==> src/sv/ild_pkg.sv <==
package ild_pkg;

  // Longest legal instruction in bytes
  localparam int unsigned MAX_INSTR_BYTES_DEF = 15;

  // Byte counter width, sized for the architectural maximum
  localparam int unsigned CNT_W = 4;

  // Immediate codes carried from opcode to ModRM for group F6/F7
  localparam logic [2:0] IMM_TEST_B = 3'd5;
  localparam logic [2:0] IMM_TEST_Z = 3'd6;

  // Opcode bytes with special meaning
  localparam logic [7:0] OPC_ESC     = 8'h0F;
  localparam logic [7:0] OPC_OPSIZE  = 8'h66;
  localparam logic [7:0] OPC_ADSIZE  = 8'h67;
  localparam logic [7:0] OPC_ESC38   = 8'h38;
  localparam logic [7:0] OPC_ESC3A   = 8'h3A;
  localparam logic [7:0] OPC_GRP3B   = 8'hF6;
  localparam logic [7:0] OPC_GRP3Z   = 8'hF7;
  localparam logic [7:0] OPC_VEX3    = 8'hC4;
  localparam logic [7:0] OPC_VEX2    = 8'hC5;

  // ModRM / SIB field codes
  localparam logic [1:0] MOD_REG     = 2'b11;
  localparam logic [2:0] RM_SIB      = 3'b100;
  localparam logic [2:0] RM_DISP32   = 3'b101;
  localparam logic [2:0] RM_DISP16   = 3'b110;

  // Decode phase, one-hot
  typedef enum logic [7:0] {
    PH_OPCODE = 8'b0000_0001,
    PH_VEX    = 8'b0000_0010,
    PH_MAP0F  = 8'b0000_0100,
    PH_MAP38  = 8'b0000_1000,
    PH_MAP3A  = 8'b0001_0000,
    PH_MODRM  = 8'b0010_0000,
    PH_SIB    = 8'b0100_0000,
    PH_TAIL   = 8'b1000_0000
  } phase_t;

  // Per-instruction decode state
  typedef struct packed {
    phase_t           phase;
    logic             operand_is_16;
    logic             operand_is_64;
    logic             address_is_16;
    logic [CNT_W-1:0] bytes_counted;
    logic [3:0]       bytes_to_skip;
    logic [2:0]       imm_after_modrm;
    logic [7:0]       held_opcode;
  } ild_state_t;

  localparam ild_state_t STATE_CLEAR = '{
    phase:           PH_OPCODE,
    operand_is_16:   1'b0,
    operand_is_64:   1'b0,
    address_is_16:   1'b0,
    bytes_counted:   '0,
    bytes_to_skip:   4'd0,
    imm_after_modrm: 3'd0,
    held_opcode:     8'd0
  };

  // Result of one decode step
  typedef struct packed {
    logic             valid;
    logic [CNT_W-1:0] instr_length;
    logic             overlong;
  } ild_result_t;

endpackage

==> src/sv/ild_step.sv <==
module ild_step #(
  parameter int unsigned MAX_INSTR_BYTES = ild_pkg::MAX_INSTR_BYTES_DEF
) (
  input  ild_pkg::ild_state_t  state,
  input  logic [7:0]           code_byte,
  input  logic                 long_mode,
  output ild_pkg::ild_state_t  state_nxt,
  output ild_pkg::ild_result_t result
);

  localparam logic [ild_pkg::CNT_W-1:0] MAX_CNT = ild_pkg::CNT_W'(MAX_INSTR_BYTES);

  function automatic logic rng(input logic [7:0] v, input logic [7:0] lo,
                               input logic [7:0] hi);
    rng = (v >= lo) && (v <= hi);
  endfunction

  logic [ild_pkg::CNT_W-1:0] n;
  logic                      done;
  ild_pkg::ild_state_t       st;
  logic [4:0]                sz_iz;
  logic [4:0]                sz_iv;
  logic [4:0]                sz_addr;
  logic [4:0]                rem;
  logic                      want_modrm;
  logic                      want_tail;
  logic [2:0]                imm_code;
  logic [4:0]                imm;
  logic [4:0]                disp;
  logic [1:0]                mrm_mod;
  logic [2:0]                mrm_rm;
  logic [2:0]                mrm_reg;
  logic                      is_prefix;

  // Operand and address sizes of the instruction in flight
  always_comb begin
    sz_iz = (state.operand_is_16 && !state.operand_is_64) ? 5'd2 : 5'd4;
    if (state.operand_is_64) begin
      sz_iv = 5'd8;
    end else begin
      sz_iv = state.operand_is_16 ? 5'd2 : 5'd4;
    end
    if (long_mode) begin
      sz_addr = state.address_is_16 ? 5'd4 : 5'd8;
    end else begin
      sz_addr = state.address_is_16 ? 5'd2 : 5'd4;
    end
  end

  assign mrm_mod = code_byte[7:6];
  assign mrm_rm  = code_byte[2:0];
  assign mrm_reg = code_byte[5:3];
  assign n       = state.bytes_counted + 1'b1;

  assign is_prefix = (code_byte == 8'h26) || (code_byte == 8'h2E) ||
                     (code_byte == 8'h36) || (code_byte == 8'h3E) ||
                     (code_byte == 8'h64) || (code_byte == 8'h65) ||
                     (code_byte == 8'hF2) || (code_byte == 8'hF3);

  // Advance the decode state by one byte
  always_comb begin
    st         = state;
    done       = 1'b0;
    want_modrm = 1'b0;
    want_tail  = 1'b0;
    imm_code   = 3'd0;
    rem        = 5'd0;
    imm        = 5'd0;
    disp       = 5'd0;

    case (state.phase)
      ild_pkg::PH_OPCODE: begin
        st.held_opcode = code_byte;
        if (code_byte == ild_pkg::OPC_ESC) begin
          st.phase = ild_pkg::PH_MAP0F;
        end else if (code_byte == ild_pkg::OPC_OPSIZE) begin
          st.operand_is_16 = 1'b1;
        end else if (code_byte == ild_pkg::OPC_ADSIZE) begin
          st.address_is_16 = 1'b1;
        end else if (is_prefix) begin
          st.phase = state.phase;
        end else if (long_mode && rng(code_byte, 8'h40, 8'h4F)) begin
          if (code_byte[3]) begin
            st.operand_is_64 = 1'b1;
          end
        end else if (code_byte == ild_pkg::OPC_VEX3 || code_byte == ild_pkg::OPC_VEX2) begin
          if (long_mode) begin
            st.bytes_to_skip = (code_byte == ild_pkg::OPC_VEX3) ? 4'd2 : 4'd1;
            st.phase         = ild_pkg::PH_VEX;
          end else begin
            want_modrm = 1'b1;
          end
        end else if (code_byte < 8'h40) begin
          if (code_byte[2] == 1'b0) begin
            want_modrm = 1'b1;
          end else if (code_byte[2:0] == 3'd4) begin
            want_tail = 1'b1;
            rem       = 5'd1;
          end else if (code_byte[2:0] == 3'd5) begin
            want_tail = 1'b1;
            rem       = sz_iz;
          end else begin
            done = 1'b1;
          end
        end else if (code_byte == 8'h62 || code_byte == 8'h63 ||
                     rng(code_byte, 8'h84, 8'h8F) || rng(code_byte, 8'hD0, 8'hD3) ||
                     code_byte == 8'hFE || code_byte == 8'hFF) begin
          want_modrm = 1'b1;
        end else if (code_byte == 8'h6A || rng(code_byte, 8'h70, 8'h7F) ||
                     code_byte == 8'hA8 || rng(code_byte, 8'hB0, 8'hB7) ||
                     code_byte == 8'hCD || code_byte == 8'hD4 || code_byte == 8'hD5 ||
                     rng(code_byte, 8'hE0, 8'hE7) || code_byte == 8'hEB) begin
          want_tail = 1'b1;
          rem       = 5'd1;
        end else if (code_byte == 8'h68 || code_byte == 8'hA9 ||
                     code_byte == 8'hE8 || code_byte == 8'hE9) begin
          want_tail = 1'b1;
          rem       = sz_iz;
        end else if (code_byte == 8'h69 || code_byte == 8'h81 || code_byte == 8'hC7) begin
          want_modrm = 1'b1;
          imm_code   = sz_iz[2:0];
        end else if (code_byte == 8'h6B || code_byte == 8'h80 || code_byte == 8'h82 ||
                     code_byte == 8'h83 || code_byte == 8'hC0 || code_byte == 8'hC1 ||
                     code_byte == 8'hC6) begin
          want_modrm = 1'b1;
          imm_code   = 3'd1;
        end else if (rng(code_byte, 8'hA0, 8'hA3)) begin
          want_tail = 1'b1;
          rem       = sz_addr;
        end else if (rng(code_byte, 8'hB8, 8'hBF)) begin
          want_tail = 1'b1;
          rem       = sz_iv;
        end else if (code_byte == 8'hC2 || code_byte == 8'hCA) begin
          want_tail = 1'b1;
          rem       = 5'd2;
        end else if (code_byte == 8'hC8) begin
          want_tail = 1'b1;
          rem       = 5'd3;
        end else if (code_byte == 8'h9A || code_byte == 8'hEA) begin
          want_tail = 1'b1;
          rem       = 5'd2 + sz_iz;
        end else if (code_byte == ild_pkg::OPC_GRP3B) begin
          want_modrm = 1'b1;
          imm_code   = ild_pkg::IMM_TEST_B;
        end else if (code_byte == ild_pkg::OPC_GRP3Z) begin
          want_modrm = 1'b1;
          imm_code   = ild_pkg::IMM_TEST_Z;
        end else begin
          done = 1'b1;
        end
      end

      ild_pkg::PH_VEX: begin
        if (state.bytes_to_skip <= 4'd1) begin
          st.bytes_to_skip = 4'd0;
          st.phase         = ild_pkg::PH_OPCODE;
        end else begin
          st.bytes_to_skip = state.bytes_to_skip - 4'd1;
        end
      end

      ild_pkg::PH_MAP0F: begin
        st.held_opcode = code_byte;
        if (code_byte == ild_pkg::OPC_ESC38) begin
          st.phase = ild_pkg::PH_MAP38;
        end else if (code_byte == ild_pkg::OPC_ESC3A) begin
          st.phase = ild_pkg::PH_MAP3A;
        end else if (rng(code_byte, 8'h80, 8'h8F)) begin
          want_tail = 1'b1;
          rem       = sz_iz;
        end else if (rng(code_byte, 8'h70, 8'h73) || code_byte == 8'hA4 ||
                     code_byte == 8'hAC || code_byte == 8'hBA || code_byte == 8'hC2 ||
                     rng(code_byte, 8'hC4, 8'hC6)) begin
          want_modrm = 1'b1;
          imm_code   = 3'd1;
        end else if (rng(code_byte, 8'h00, 8'h03) || code_byte == 8'h0D ||
                     rng(code_byte, 8'h10, 8'h18) || code_byte == 8'h1A ||
                     code_byte == 8'h1B || code_byte == 8'h1F ||
                     rng(code_byte, 8'h20, 8'h23) || rng(code_byte, 8'h28, 8'h2F) ||
                     rng(code_byte, 8'h40, 8'h6F) || rng(code_byte, 8'h74, 8'h76) ||
                     code_byte == 8'h78 || code_byte == 8'h79 ||
                     rng(code_byte, 8'h7C, 8'h7F) || rng(code_byte, 8'h90, 8'h9F) ||
                     code_byte == 8'hA3 || code_byte == 8'hA5 ||
                     rng(code_byte, 8'hAB, 8'hAF) || rng(code_byte, 8'hB0, 8'hB8) ||
                     rng(code_byte, 8'hBB, 8'hBF) || code_byte == 8'hC0 ||
                     code_byte == 8'hC1 || code_byte == 8'hC3 || code_byte == 8'hC7 ||
                     rng(code_byte, 8'hD0, 8'hFE)) begin
          want_modrm = 1'b1;
        end else begin
          done = 1'b1;
        end
      end

      ild_pkg::PH_MAP38: begin
        st.held_opcode = code_byte;
        if (code_byte == 8'h10 || code_byte == 8'h13) begin
          want_modrm = 1'b1;
          imm_code   = 3'd1;
        end else if (rng(code_byte, 8'h00, 8'h0F) || rng(code_byte, 8'h14, 8'h1A) ||
                     rng(code_byte, 8'h1C, 8'h1E) || rng(code_byte, 8'h20, 8'h25) ||
                     rng(code_byte, 8'h28, 8'h41) || rng(code_byte, 8'h45, 8'h47) ||
                     rng(code_byte, 8'h58, 8'h5A) || code_byte == 8'h78 ||
                     code_byte == 8'h79 || rng(code_byte, 8'h80, 8'h82) ||
                     code_byte == 8'h8C || code_byte == 8'h8E ||
                     rng(code_byte, 8'h90, 8'h93) || rng(code_byte, 8'h96, 8'h9F) ||
                     rng(code_byte, 8'hA6, 8'hAF) || rng(code_byte, 8'hB6, 8'hBF) ||
                     rng(code_byte, 8'hC8, 8'hCD) || rng(code_byte, 8'hDB, 8'hDF) ||
                     rng(code_byte, 8'hF0, 8'hF3) || rng(code_byte, 8'hF5, 8'hF7)) begin
          want_modrm = 1'b1;
        end else begin
          done = 1'b1;
        end
      end

      ild_pkg::PH_MAP3A: begin
        st.held_opcode = code_byte;
        if (rng(code_byte, 8'h00, 8'h02) || rng(code_byte, 8'h04, 8'h06) ||
            rng(code_byte, 8'h08, 8'h0F) || rng(code_byte, 8'h14, 8'h19) ||
            code_byte == 8'h1D || rng(code_byte, 8'h20, 8'h22) ||
            code_byte == 8'h38 || code_byte == 8'h39 ||
            rng(code_byte, 8'h40, 8'h42) || code_byte == 8'h44 ||
            code_byte == 8'h46 || rng(code_byte, 8'h4A, 8'h4C) ||
            rng(code_byte, 8'h60, 8'h63) || code_byte == 8'hCC ||
            code_byte == 8'hDF || code_byte == 8'hF0) begin
          want_modrm = 1'b1;
          imm_code   = 3'd1;
        end else begin
          done = 1'b1;
        end
      end

      ild_pkg::PH_MODRM: begin
        st.held_opcode = code_byte;
        // Resolve the group F6/F7 immediate from the reg field
        if (state.imm_after_modrm == ild_pkg::IMM_TEST_B) begin
          imm = (mrm_reg == 3'd0) ? 5'd1 : 5'd0;
        end else if (state.imm_after_modrm == ild_pkg::IMM_TEST_Z) begin
          imm = (mrm_reg == 3'd0) ? sz_iz : 5'd0;
        end else if (state.imm_after_modrm > 3'd4) begin
          imm = 5'd0;
        end else begin
          imm = {2'b00, state.imm_after_modrm};
        end
        if (mrm_mod == ild_pkg::MOD_REG) begin
          want_tail = 1'b1;
          rem       = imm;
        end else if (!long_mode && state.address_is_16) begin
          if (mrm_mod == 2'd1) begin
            disp = 5'd1;
          end else if (mrm_mod == 2'd2 || mrm_rm == ild_pkg::RM_DISP16) begin
            disp = 5'd2;
          end
          want_tail = 1'b1;
          rem       = disp + imm;
        end else begin
          if (mrm_mod == 2'd1) begin
            disp = 5'd1;
          end else if (mrm_mod == 2'd2 || mrm_rm == ild_pkg::RM_DISP32) begin
            disp = 5'd4;
          end
          if (mrm_rm == ild_pkg::RM_SIB) begin
            rem              = disp + imm;
            st.bytes_to_skip = rem[3:0];
            st.phase         = ild_pkg::PH_SIB;
          end else begin
            want_tail = 1'b1;
            rem       = disp + imm;
          end
        end
      end

      ild_pkg::PH_SIB: begin
        // SIB base 101 under mod 00 brings a disp32
        rem = {1'b0, state.bytes_to_skip};
        if (state.held_opcode[7:6] == 2'b00 && code_byte[2:0] == ild_pkg::RM_DISP32) begin
          rem = rem + 5'd4;
        end
        want_tail = 1'b1;
      end

      default: begin
        if (state.bytes_to_skip <= 4'd1) begin
          done = 1'b1;
        end else begin
          st.bytes_to_skip = state.bytes_to_skip - 4'd1;
        end
      end
    endcase

    if (want_modrm) begin
      st.imm_after_modrm = imm_code;
      st.phase           = ild_pkg::PH_MODRM;
    end
    if (want_tail) begin
      if (rem == 5'd0) begin
        done = 1'b1;
      end else begin
        st.bytes_to_skip = rem[3:0];
        st.phase         = ild_pkg::PH_TAIL;
      end
    end
  end

  // Close the instruction on its last byte or at the length limit
  always_comb begin
    state_nxt           = st;
    result.valid        = 1'b0;
    result.instr_length = n;
    result.overlong     = 1'b0;
    if (done) begin
      result.valid = 1'b1;
      state_nxt    = ild_pkg::STATE_CLEAR;
    end else if (n >= MAX_CNT) begin
      result.valid        = 1'b1;
      result.instr_length = MAX_CNT;
      result.overlong     = 1'b1;
      state_nxt           = ild_pkg::STATE_CLEAR;
    end else begin
      state_nxt.bytes_counted = n;
    end
  end

endmodule

==> src/sv/x86_instruction_length_decoder_core.sv <==
// A byte accepted into the byte register is decoded combinationally; its result (if any)
// goes to the out_ ports through the result register once that is free or being taken.
// Throughput: one byte per cycle unless the result register is stalled; the single
// decode step between the byte register and the result register sets that figure.
// Reset: synchronous active-low rst_n clears decode state, both valid flags and
// long_mode.
module x86_instruction_length_decoder_core #(
  parameter int unsigned MAX_INSTR_BYTES = ild_pkg::MAX_INSTR_BYTES_DEF
) (
  input  logic       clk,
  input  logic       rst_n,
  input  logic       cfg_wr_en,
  input  logic       cfg_wr_data,
  input  logic       in_valid,
  output logic       in_ready,
  input  logic [7:0] in_code_byte,
  output logic       out_valid,
  input  logic       out_ready,
  output logic [3:0] out_instr_length,
  output logic       out_overlong
);

  logic                 long_mode_r;
  logic                 in_valid_r;
  logic [7:0]           in_code_byte_r;
  ild_pkg::ild_state_t  state_r;
  ild_pkg::ild_state_t  state_nxt;
  ild_pkg::ild_result_t step_res;
  logic                 out_valid_r;
  logic [3:0]           out_instr_length_r;
  logic                 out_overlong_r;
  logic                 advance;

  // Decode one byte when the result register can take its result
  assign advance  = in_valid_r && (!out_valid_r || out_ready);
  assign in_ready = !in_valid_r || advance;

  ild_step #(
    .MAX_INSTR_BYTES(MAX_INSTR_BYTES)
  ) u_step (
    .state     (state_r),
    .code_byte (in_code_byte_r),
    .long_mode (long_mode_r),
    .state_nxt (state_nxt),
    .result    (step_res)
  );

  // Mode register
  always_ff @(posedge clk) begin
    if (!rst_n) begin
      long_mode_r <= 1'b0;
    end else if (cfg_wr_en) begin
      long_mode_r <= cfg_wr_data;
    end
  end

  // Byte register: load on each accepted request
  always_ff @(posedge clk) begin
    if (!rst_n) begin
      in_valid_r <= 1'b0;
    end else if (in_ready) begin
      in_valid_r <= in_valid;
    end
  end

  always_ff @(posedge clk) begin
    if (in_valid && in_ready) begin
      in_code_byte_r <= in_code_byte;
    end
  end

  // Decode state: advance once per decoded byte
  always_ff @(posedge clk) begin
    if (!rst_n) begin
      state_r <= ild_pkg::STATE_CLEAR;
    end else if (advance) begin
      state_r <= state_nxt;
    end
  end

  // Result register: load on a finished instruction, drop when taken
  always_ff @(posedge clk) begin
    if (!rst_n) begin
      out_valid_r <= 1'b0;
    end else if (advance && step_res.valid) begin
      out_valid_r <= 1'b1;
    end else if (out_ready) begin
      out_valid_r <= 1'b0;
    end
  end

  always_ff @(posedge clk) begin
    if (advance && step_res.valid) begin
      out_instr_length_r <= step_res.instr_length;
      out_overlong_r     <= step_res.overlong;
    end
  end

  assign out_valid        = out_valid_r;
  assign out_instr_length = out_instr_length_r;
  assign out_overlong     = out_overlong_r;

endmodule

==> config.mk <==
export PLATFORM = sky130hd
export DESIGN_NAME = x86_instruction_length_decoder_core
export DESIGN_NICKNAME = d
export VERILOG_FILES = /design/src/sv/ild_pkg.sv /design/src/sv/ild_step.sv /design/src/sv/x86_instruction_length_decoder_core.sv
export SDC_FILE = /design/constraint.sdc
export NUM_CORES = 1
export LEC_CHECK = 0
export ABC_AREA = 1
export BUFFER_PORTS_ARGS = -buffer_cell sky130_fd_sc_hd__clkbuf_2
export CORE_MARGIN = 4
export CORE_UTILIZATION = 40
export DETAILED_ROUTE_END_ITERATION = 7
export MAX_ROUTING_LAYER = met4
export PLACE_DENSITY_LB_ADDON = 0.1
export SYNTH_ARGS = -nofsm -noshare
export SYNTH_HDL_FRONTEND = slang
export SYNTH_SLANG_ARGS = --single-unit
==> constraint.sdc <==
create_clock -name clk -period 3.6 [get_ports clk]
set_input_delay 0 -clock clk [delete_from_list [all_inputs] [get_ports clk]]
set_output_delay 0 -clock clk [all_outputs]
set_load 0.03 [all_outputs]
==> summary.txt <==
Outcome
  • Outcome: finished clean

Critical path
  • Worst r2r src: in_code_byte_r[4]
  • Worst Path Max Fanout: 5
  • Worst Path Arrival: 3.42 ns
  • WP data required: 3.61 ns
  • Crit. End Element: flip-flop
  • CP Cell Sequence: nor2_8 > nand2_2 > o21ai_1 > nand2_1 > inv_1 > ha_2 > inv_1 > fa_1 > o21ai_0 > nand3_1 > nand3_2 > a31oi_4 > buf_4 > nand4_4 > nand2_4 > nand2_4 > nand2_2 > nand2_2 > inv_4
  • Crit path kind: reg -> reg
  • Cell mode on critical path: nand2_2
  • CP max stage delay: 0.51 ns
  • CP startpoint: in_code_byte_r[4]
  • Buffers and inverters on the worst path: 4
  • Slowest cell on crit path: fa_1
  • CP startpoint kind: flip-flop
  • Cell family with most CP delay: simple AND/OR/NAND/NOR gates

Timing
  • Final hold vios: 0
  • Clk_skew: ~0.011 ns
  • Final period util: 94.94%
  • Minimum clock period: 3.418 ns
  • Slew @ Worst Pin: 0.7570 ns
  • Worst slew margin: 49.47%
  • Count of final setup violators: 0
  • Setup_tns: 0 ns
  • Slew Limit Fails: 0
  • Peak Freq: 292.6 MHz
  • Hold Slack: between 0.05 and 0.06 ns

Global route
  • Largest net degree at the start of global routing: 23
  • Total gr overflow: 0
  • Total Routing Usage GR: 28.95%
  • First-pass GRT wire length: 31,130 µm
  • Initial antenna violation count: 0
  • Vias in the first global route: 5,493

Floorplan
  • Die width: about 120 µm
  • Row Count: 40
  • Die Ht: 118.4 µm
  • Initial core utilization: 40.74%
  • Core area: between 10,000 and 15,000 µm²
  • I/O pin total: 21
  • Die area: 14,010 µm²

Synthesis
  • Synthesis Warnings: 0
  • Top post-synthesis cells by area: nand2_1, dfxtp_1, nand3_1, nor2_1, edfxtp_1
  • Yosys top cell area share: 19.49%
  • Gate Count Post-Synth: 838
  • Seq/Total Area, Yosys: between 10% and 20%
  • Synth area leader: nand2_1
  • Cell area after synthesis: 4873 µm²
  • Main synth FF type: dfxtp_1
  • Mean Syn Cell Area: 5.816 µm²
  • Number of synthesized register bits: 40
  • Yosys cell types: 45
  • Synth Net Count: 866
  • Post-synth ARST share: 0%
  • Number of flops mapped to enable cells by yosys: 13

Worst hold path
  • Hold crit path type: in -> reg
  • Hold_sp: out_ready

Place
  • Post-DP HPWL: 15,890 µm
  • GP Congestion: 1.017
  • Input/output buffers: 20

Power and ir drop
  • Pwr dens: a little under 300 nW/µm²
  • Lkg Pwr: around 2.6 nW
  • Peak VDD IR: roughly 0.00023 V
  • Final total power: 1.624 mW

Clock tree
  • Clock-pin slew on the worst setup and hold paths: 0.06 ns
  • CTS max path bufs: 2
  • Root Driver: clkbuf_16
  • CTS tree: yes
  • Skew-Pair Late Insertion Delay: 0.29 ns
  • H-tree levels: 2
  • CTS Sinks: 40
  • Total CTS buffers: 5

Job
  • Max_cap viols: 0

Final layout
  • Layout Nets: 914
  • Diodes inserted: 0
  • Post-layout util: between 40% and 50%
  • Share of layout cells above drive strength 1: 15.67%
  • Layout area overhead: 13.43%

Detailed routing
  • DRC viols: 0
  • Via count: 6,018
  • 1st-pass router iterations: 6
  • Final wirelength: 20,000 µm
  • Vias per cell: 5.820
  • Remaining antenna violation count after routing: 0
  • 1st-iter DRT viols: 819
  • DR WL/cell: 19.35 µm
## worst reg2reg max path: stages, from the launching register on
cell and delay (ns):
edfxtp_1 0.49, nor2_8 0.16, nand2_2 0.12, o21ai_1 0.15, nand2_1 0.10, inv_1 0.08
ha_2 0.19, inv_1 0.07, fa_1 0.51, o21ai_0 0.09, nand3_1 0.11, nand3_2 0.11
a31oi_4 0.16, buf_4 0.16, nand4_4 0.16, nand2_4 0.11, nand2_4 0.05, nand2_2 0.07
nand2_2 0.11, inv_4 0.14
## worst paths after layout
kind,slack (ns),depth (start not counted),endpoint
worst max-delay path,0.18,19,out_instr_length[2]
worst min register to register,0.47,2,state_r[7]
worst max register to register,0.18,19,out_instr_length[2]
worst min-delay path,0.05,4,in_valid_r
## metrics by stage
| stage | worst slack (ns) | instance area (µm²) | std cells |
|---|---|---|---|
| 2_1_floorplan | 0.3021 | 4873 | 838 |
| 3_3_place_gp | 0.1819 | 5221 | 1011 |
| 3_5_place_dp | 0.05960 | 5221 | 1011 |
| 4_1_cts | 0.03964 | 5483 | 1031 |
| 5_1_grt | -0.0006561 | 5528 | 1034 |
| 6_report | 0.1821 | 5528 | 1034 |
## logic make-up (layout without fill, tap and decap cells)
family	count (synthesis)	count (layout)	synth area share [%]
buffers and inverters	120	169	10.76
and+or+nand+nor	557	557	53.50
AOI/OAI and AO/OA	103	103	12.17
xor gates and xnor gates	4	4	0.7190
adders and majority gates	14	14	3.748
DFF	40	40	19.10
## cells in the final DEF (no fill, tap or decap), drive strengths merged, types with 5 or more instances in the layout
master       instances
edfxtp              13
nand3               90
nor2               135
dlygate4sd3         12
nand2              278
clkbuf              26
a21oi               47
o21ai               40
nand3b               5
inv                 98
dfxtp               27
ha                  13
buf                 31
nand4               34
nor3                10
## state kept, by name (all words and copies together) (netlist names)
signal / count
in_code_byte_r: 8
out_overlong: 1
in_valid_r: 1
long_mode_r: 1
out_instr_length: 4
out_valid: 1
state_r: 24
## where the power goes
part           leakage [nW]  internal, mW  switching, mW  total [mW]
logic                  2.24         0.204          0.469       0.673
registers             0.341         0.491         0.0242       0.515
clock network        0.0669         0.256          0.180       0.436
total                  2.65         0.950          0.673        1.62
## cell usage after synthesis (5+ instances only)
cell,count
nand3_2,5
a21oi_1,43
nor2_2,15
o21ai_1,5
dfxtp_1,27
nor2_1,112
inv_1,86
nand3_1,85
nand4_1,33
nand2_1,253
nand3b_1,5
nor3_1,8
ha_1,13
buf_6,5
inv_2,10
nand2_4,6
o21ai_0,35
nand2_2,18
buf_2,9
nor2_4,7
edfxtp_1,13
## final cells by class
| type | count | area (µm²) |
|---|---|---|
| repair buffers | 63 | 452.9 |
| clock inverters | 2 | 12.51 |
| clock buffers | 6 | 128.9 |
| flip-flops and latches | 40 | 930.9 |
| fillers | 1301 | 6434 |
| inverters | 98 | 380.4 |
| multi-input cells | 678 | 3438 |
| well taps | 147 | 183.9 |
## layer usage
metal,track usage [%],up-vias,share of wire (%)
met2,42.12,375,43
met4,6.155,0,2.0
li1,-,2843,-
met3,7.225,39,12
met5,-,-,0
met1,40.69,2761,44
## repair_timing
action	4_1_cts	5_1_grt
gates resized for setup	0	7
hold buffers	12	0
setup buffers	0	3
endpoints found under the setup margin	0	31
hold endpoints to repair	11	0
Power figures use the tool's default switching activity.
